[config.mk]
export PLATFORM = sky130hd
export DESIGN_NAME = drr_ctrl
export DESIGN_NICKNAME = d
export VERILOG_FILES = /design/src/sv/deficit_round_robin_scheduler_unit_macros.svh /design/src/sv/drr_pkg.sv /design/src/sv/drr_ctrl.sv
export SDC_FILE = /design/constraint.sdc
export NUM_CORES = 1
export LEC_CHECK = 0
export ABC_AREA = 1
export BUFFER_PORTS_ARGS = -buffer_cell sky130_fd_sc_hd__buf_2
export CAP_MARGIN = 20
export CORE_AREA = 2 2 39 41
export CTS_BUF_LIST = sky130_fd_sc_hd__clkbuf_2
export CTS_CLUSTER_SIZE = 28
export DETAILED_ROUTE_END_ITERATION = 10
export DIE_AREA = 0 0 41 43
export PLACE_DENSITY_LB_ADDON = 0.12
export SLEW_MARGIN = 5
export SYNTH_ARGS = -nofsm -noshare
export SYNTH_HDL_FRONTEND = slang
export SYNTH_SLANG_ARGS = --single-unit
[constraint.sdc]
create_clock -name clk -period 1.3 [get_ports clk]
set_input_delay 0 -clock clk [delete_from_list [all_inputs] [get_ports clk]]
set_output_delay 0 -clock clk [all_outputs]
set_load 0.05 [all_outputs]
[src/sv/deficit_round_robin_scheduler_unit_macros.svh]
// ---------------------------------------------------------------------------
// Assertion macros for the deficit round robin scheduler
// Clocked concurrent checks with synchronous reset disable.
// ---------------------------------------------------------------------------
`ifndef DEFICIT_ROUND_ROBIN_SCHEDULER_UNIT_MACROS_SVH
`define DEFICIT_ROUND_ROBIN_SCHEDULER_UNIT_MACROS_SVH

// Check prop at every rising edge of clk outside reset.
`define DRR_ASSERT(lbl, clk, rst, prop) \
  lbl: assert property (@(posedge clk) disable iff (rst) (prop)) \
    else $error("drr assertion failed");

// Check that cond implies prop in the next cycle.
`define DRR_ASSERT_NEXT(lbl, clk, rst, cond, prop) \
  lbl: assert property (@(posedge clk) disable iff (rst) (cond) |=> (prop)) \
    else $error("drr assertion failed");

`endif

[src/sv/drr_pkg.sv]
// ---------------------------------------------------------------------------
// drr_pkg
// Shared constants, codes and controller/datapath interface types.
// ---------------------------------------------------------------------------
package drr_pkg;

  localparam int NUM_CLASSES = 4;   // ring index arithmetic wraps at CLS_W bits
  localparam int QUEUE_DEPTH = 64;  // pointers wrap at PTR_W bits
  localparam int CLS_W   = $clog2(NUM_CLASSES);
  localparam int PTR_W   = $clog2(QUEUE_DEPTH);
  localparam int CNT_W   = PTR_W + 1;
  localparam int RCNT_W  = CLS_W + 1;
  localparam int ADDR_W  = CLS_W + PTR_W;
  localparam int STORE_DEPTH = NUM_CLASSES * QUEUE_DEPTH;
  localparam int LEN_W   = 16;
  localparam int HND_W   = 16;
  localparam int DEF_W   = 17;
  localparam int CID_W   = 4;
  localparam int REG_W   = 16;
  localparam int IDX_W   = 3;

  localparam logic [REG_W-1:0] QUANTUM_RESET = 16'd1514;
  localparam logic [NUM_CLASSES-1:0] MASK_RESET = '1;

  localparam logic [IDX_W-1:0] REG_QUANTUM0 = 3'd0;
  localparam logic [IDX_W-1:0] REG_QUANTUM1 = 3'd1;
  localparam logic [IDX_W-1:0] REG_QUANTUM2 = 3'd2;
  localparam logic [IDX_W-1:0] REG_QUANTUM3 = 3'd3;
  localparam logic [IDX_W-1:0] REG_MASK     = 3'd4;

  typedef enum logic [1:0] {
    MODE_ENQ  = 2'd0,
    MODE_DEQ  = 2'd1,
    MODE_PEEK = 2'd2,
    MODE_NOP  = 2'd3
  } mode_t;

  typedef enum logic [2:0] {
    ST_ENQUEUED   = 3'd0,
    ST_DROP_CLASS = 3'd1,
    ST_DROP_FULL  = 3'd2,
    ST_GIVEN      = 3'd3,
    ST_EMPTY      = 3'd4
  } status_t;

  typedef struct packed {
    logic    load;
    logic    enq;
    logic    rd;
    logic    send;
    logic    rotate;
    logic    res_set;
    status_t res_code;
    logic    res_pkt;
    logic    push;
  } drr_cmd_t;

  typedef struct packed {
    logic is_enq;
    logic is_deq;
    logic is_peek;
    logic drop_class;
    logic drop_full;
    logic ring_empty;
    logic front_empty;
    logic fits;
    logic out_free;
  } drr_sts_t;

endpackage

[src/sv/drr_ctrl.sv]
// ---------------------------------------------------------------------------
// drr_ctrl
// Sequencer: decode an item, read the head descriptor, rotate, deliver.
// ---------------------------------------------------------------------------
module drr_ctrl (
  input  logic              clk,
  input  logic              rst,
  input  logic              s_tvalid,
  output logic              s_tready,
  input  drr_pkg::drr_sts_t sts,
  output drr_pkg::drr_cmd_t cmd
);

  typedef enum logic [1:0] {
    S_IDLE,
    S_EXEC,
    S_READ,
    S_DONE
  } state_t;

  state_t state, state_next;

  always_comb begin
    cmd        = '0;
    cmd.res_code = drr_pkg::ST_EMPTY;
    state_next = state;
    unique case (state)
      S_IDLE: begin
        if (s_tvalid && s_tready) begin
          cmd.load   = 1'b1;
          state_next = S_EXEC;
        end
      end
      S_EXEC: begin
        state_next = S_DONE;
        cmd.res_set = 1'b1;
        if (sts.is_enq) begin
          if (sts.drop_class) begin
            cmd.res_code = drr_pkg::ST_DROP_CLASS;
          end else if (sts.drop_full) begin
            cmd.res_code = drr_pkg::ST_DROP_FULL;
          end else begin
            cmd.enq      = 1'b1;
            cmd.res_code = drr_pkg::ST_ENQUEUED;
          end
        end else if ((!sts.is_deq && !sts.is_peek) || sts.ring_empty || sts.front_empty) begin
          cmd.res_code = drr_pkg::ST_EMPTY;
        end else begin
          cmd.res_set = 1'b0;
          cmd.rd      = 1'b1;
          state_next  = S_READ;
        end
      end
      S_READ: begin
        if (sts.is_peek || sts.fits) begin
          cmd.send     = !sts.is_peek;
          cmd.res_set  = 1'b1;
          cmd.res_code = drr_pkg::ST_GIVEN;
          cmd.res_pkt  = 1'b1;
          state_next   = S_DONE;
        end else begin
          cmd.rotate = 1'b1;
          state_next = S_EXEC;
        end
      end
      S_DONE: begin
        if (sts.out_free) begin
          cmd.push   = 1'b1;
          state_next = S_IDLE;
        end
      end
      default: state_next = S_IDLE;
    endcase
  end

  always_ff @(posedge clk) begin
    if (rst) begin
      state    <= S_IDLE;
      s_tready <= 1'b0;
    end else begin
      state    <= state_next;
      s_tready <= (state_next == S_IDLE);
    end
  end

endmodule

==> results.py <==
metrics = {
    "synth": {
        "syn_inst": 60,
        "synthTopCellsByArea": "ha_1 (17%), dfxtp_1 (17%), inv_1 (14%)",
        "synth_edf_count": 0,
        "synthTopCellsByCount": "inv_1 (14), nand2_1 (10), nor2_1 (10)",
        "synth_top_area_frac": 0.172,
        "synth-seq-cells": 3,
        "async_flop_share": 0,
        "yosysMostFrequentCell": "inv_1",
        "syn-num-nets": 77,
        "ys_seq_area_frac": 0.166,
        "synth_top_cell_by_area": "ha_1",
        "ys.warnings.count": 0,
        "syn_area_um2": 363,
        "ys.flop_type": "dfxtp_1",
        "syn_area_per_cell_um2": 6.05,
        "synth_cell_types": 13,
    },
    "placed_design": {
        "dp_cells": 103,
        "dp_slack_ns": -0.0219,
        "portBuffers": 23,
        "routabilityCongestion": 0.749,
        "hpwl_um": 796,
        "place_area_um2": 566,
    },
    "setup_path": {
        "crit_path_start_kind": "flop",
        "critPathMaxStageDelay_ns": 0.36,
        "critPathArrivalTime_ns": 1.32,
        "path_common_cell": "inv_2",
        "cp_slowest_cell": "dfxtp_4",
        "critPathCaptureType": "output pin",
        "critical_path.cell_chain": "inv_2 -> ha_1 -> inv_2 -> a21oi_1 -> buf_4",
        "crit_path_max_fanout": 4,
        "required_ns": 1.30,
        "crit_type": "flop to output pin",
    },
    "pwr": {
        "vdd_drop_max_v": 0.000858,
        "p_comb_frac": 0.756,
        "p_leak_nw": 0.387,
        "powerDensity_nw_per_um2": 1680,
        "pwr-share-clk": 0.104,
        "p_int_uw": 563,
        "p_total_mw": 1.23,
        "swShare": 0.540,
        "p_sw_uw": 662,
        "seqPwrFrac": 0.140,
    },
    "floorplanning": {
        "row_count": 14,
        "die_x_um": 41,
        "die_h_um": 43,
        "ios": 24,
        "dieArea_um2": 1760,
        "fp.coreArea_um2": 1380,
        "initial_core_util": 0.262,
    },
    "finish": {
        "fin_cells": 112,
        "fin_util": 0.526,
        "drive_above_1_share": 0.635,
        "areaGrowthSynthToFinish_pct": 101,
        "stdcell_area_um2": 728,
        "num-fill-cells": 153,
        "nNetsFinal": 114,
        "diodes": 0,
    },
    "cts": {
        "cts_buffers": 3,
        "clk_latency_ns": 0.20,
        "cts.clk_slew.worst_paths_ns": 0.05,
        "cts_sinks": 3,
        "cts_tree": "built",
        "htreeDepth": 1,
        "cts_root_buf": "clkbuf_2",
        "clock_path_buffers": 2,
    },
    "routing": {
        "drc": 0,
        "dr.first_iter.drc_count": 3,
        "drt-total-wl_mm": 1.02,
        "wl_per_cell_um": 9.10,
        "ant_nets": 0,
        "vias_per_cell": 4.19,
        "num_vias": 469,
        "drt_pass1_iterations": 2,
    },
    "sta": {
        "hold_ws_ns": 0.183,
        "finalMaxSlewViolations": 0,
        "timing.final.ws_setup_ns": -0.0183,
        "setup_violations": 2,
        "max-slew-margin-rel": 0.836,
        "period_share": 1.01,
        "worstMarginPinSlew_ns": 0.247,
        "hold_viol": 0,
        "finClkSkew_ns": 0.00568,
        "period_needed_ns": 1.32,
        "setup_tns_ns": -0.0291,
        "rsz0062_at_grt": "true",
        "fmax_mhz": 759,
    },
    "grt": {
        "grt_pass1_vias": 481,
        "grt_max_degree": 6,
        "grt-ovfl-total": 0,
        "track_usage": 0.144,
        "grt_pass1_wl_mm": 1.77,
        "antenna_found_initial": 0,
    },
    "run": {
        "drv_cap": 0,
    },
    "worst_hold_path": {
        "min_path_type": "primary input to flop",
    },
    "run_status": {
        "status": "finished, violations left",
        "violations": "setup timing",
    },
}
## sequential cells by signal (all words and copies together), names as in the netlist
signal    count
state         2
s_tready      1
## layer usage
metal	routed length [µm]	global-route usage	part of all wire
met2	541	0.231	0.53
met1	430	0.173	0.42
met5	0	0	0
met3	47	0.0209	0.046
met4	0	0.0800	0
## what timing repair did
| item | 4_1_cts | 5_1_grt |
|---|---|---|
| hold buffers | 1 | 0 |
| endpoints found under the hold margin | 2 | 0 |
| setup endpoints to repair | 10 | 9 |
| pin swaps | 1 | 7 |
| setup buffers | 1 | 3 |
| gates resized for setup | 22 | 16 |
## worst paths after layout
| kind | from | endpoint | slack (ns) | cells after the start |
|---|---|---|---|---|
| setup reg to reg | state[0] | s_tready | 0.07 | 7 |
| hold reg to reg | state[1] | state[1] | 0.57 | 2 |
| setup / recovery | state[0] | cmd[5] | -0.02 | 5 |
| hold / removal | s_tvalid | state[1] | 0.18 | 4 |
## power by group through the flow
stage               combinational [mW]  clock (mW)  sequential, mW
global placement                 0.751           0           0.157
CTS                              0.854       0.133           0.176
floorplan                        0.503           0           0.210
finish                           0.926       0.128           0.171
global route                      1.00       0.144           0.178
detailed placement               0.751           0           0.158
## final cells by class
class                   instances  area (µm²)  area share
inverters                      14        55.1      0.0756
well taps                      16        20.0      0.0275
flip-flops and latches          3        67.6      0.0928
multi-input cells              43         334       0.459
clock buffers                   4        20.0      0.0275
repair buffers                 32         231       0.318
## placed cells by master (no fill, tap or decap)
cell type,Yosys,final
inv_2,0,4
nor2_1,10,4
buf_2,0,15
ha_4,0,2
o21ai_2,0,1
clkbuf_2,0,4
a21oi_2,0,2
dlygate4sd3_1,0,1
nand2_1,10,9
ha_2,0,1
nand3_2,2,2
o21ai_1,1,1
buf_6,0,5
o21ai_4,1,1
nor2_4,0,1
inv_1,14,9
dfxtp_1,3,1
buf_8,0,1
nand3_1,5,5
buf_4,0,10
nand2_2,1,2
nor3_4,0,2
a21oi_1,5,3
nor2_2,0,5
ha_1,5,2
dfxtp_4,0,2
inv_4,0,1
## cells by family after synthesis
logic type,count (synthesis),synth area share
buffers and inverters,14,0.145
flip-flops,3,0.166
AND/OR/NAND/NOR,30,0.376
AO/OA/AOI/OAI,8,0.141
adder cells (fa/ha/maj),5,0.172
## worst max-delay path, delay by kind of cell, from the launching register on
family / cells / cell delay, ns
AO/OA/AOI/OAI: 1 / 0.13
flip-flops: 1 / 0.36
buffers and inverters: 3 / 0.34
adder cells (fa/ha/maj): 1 / 0.29
Power figures use the tool's default switching activity.
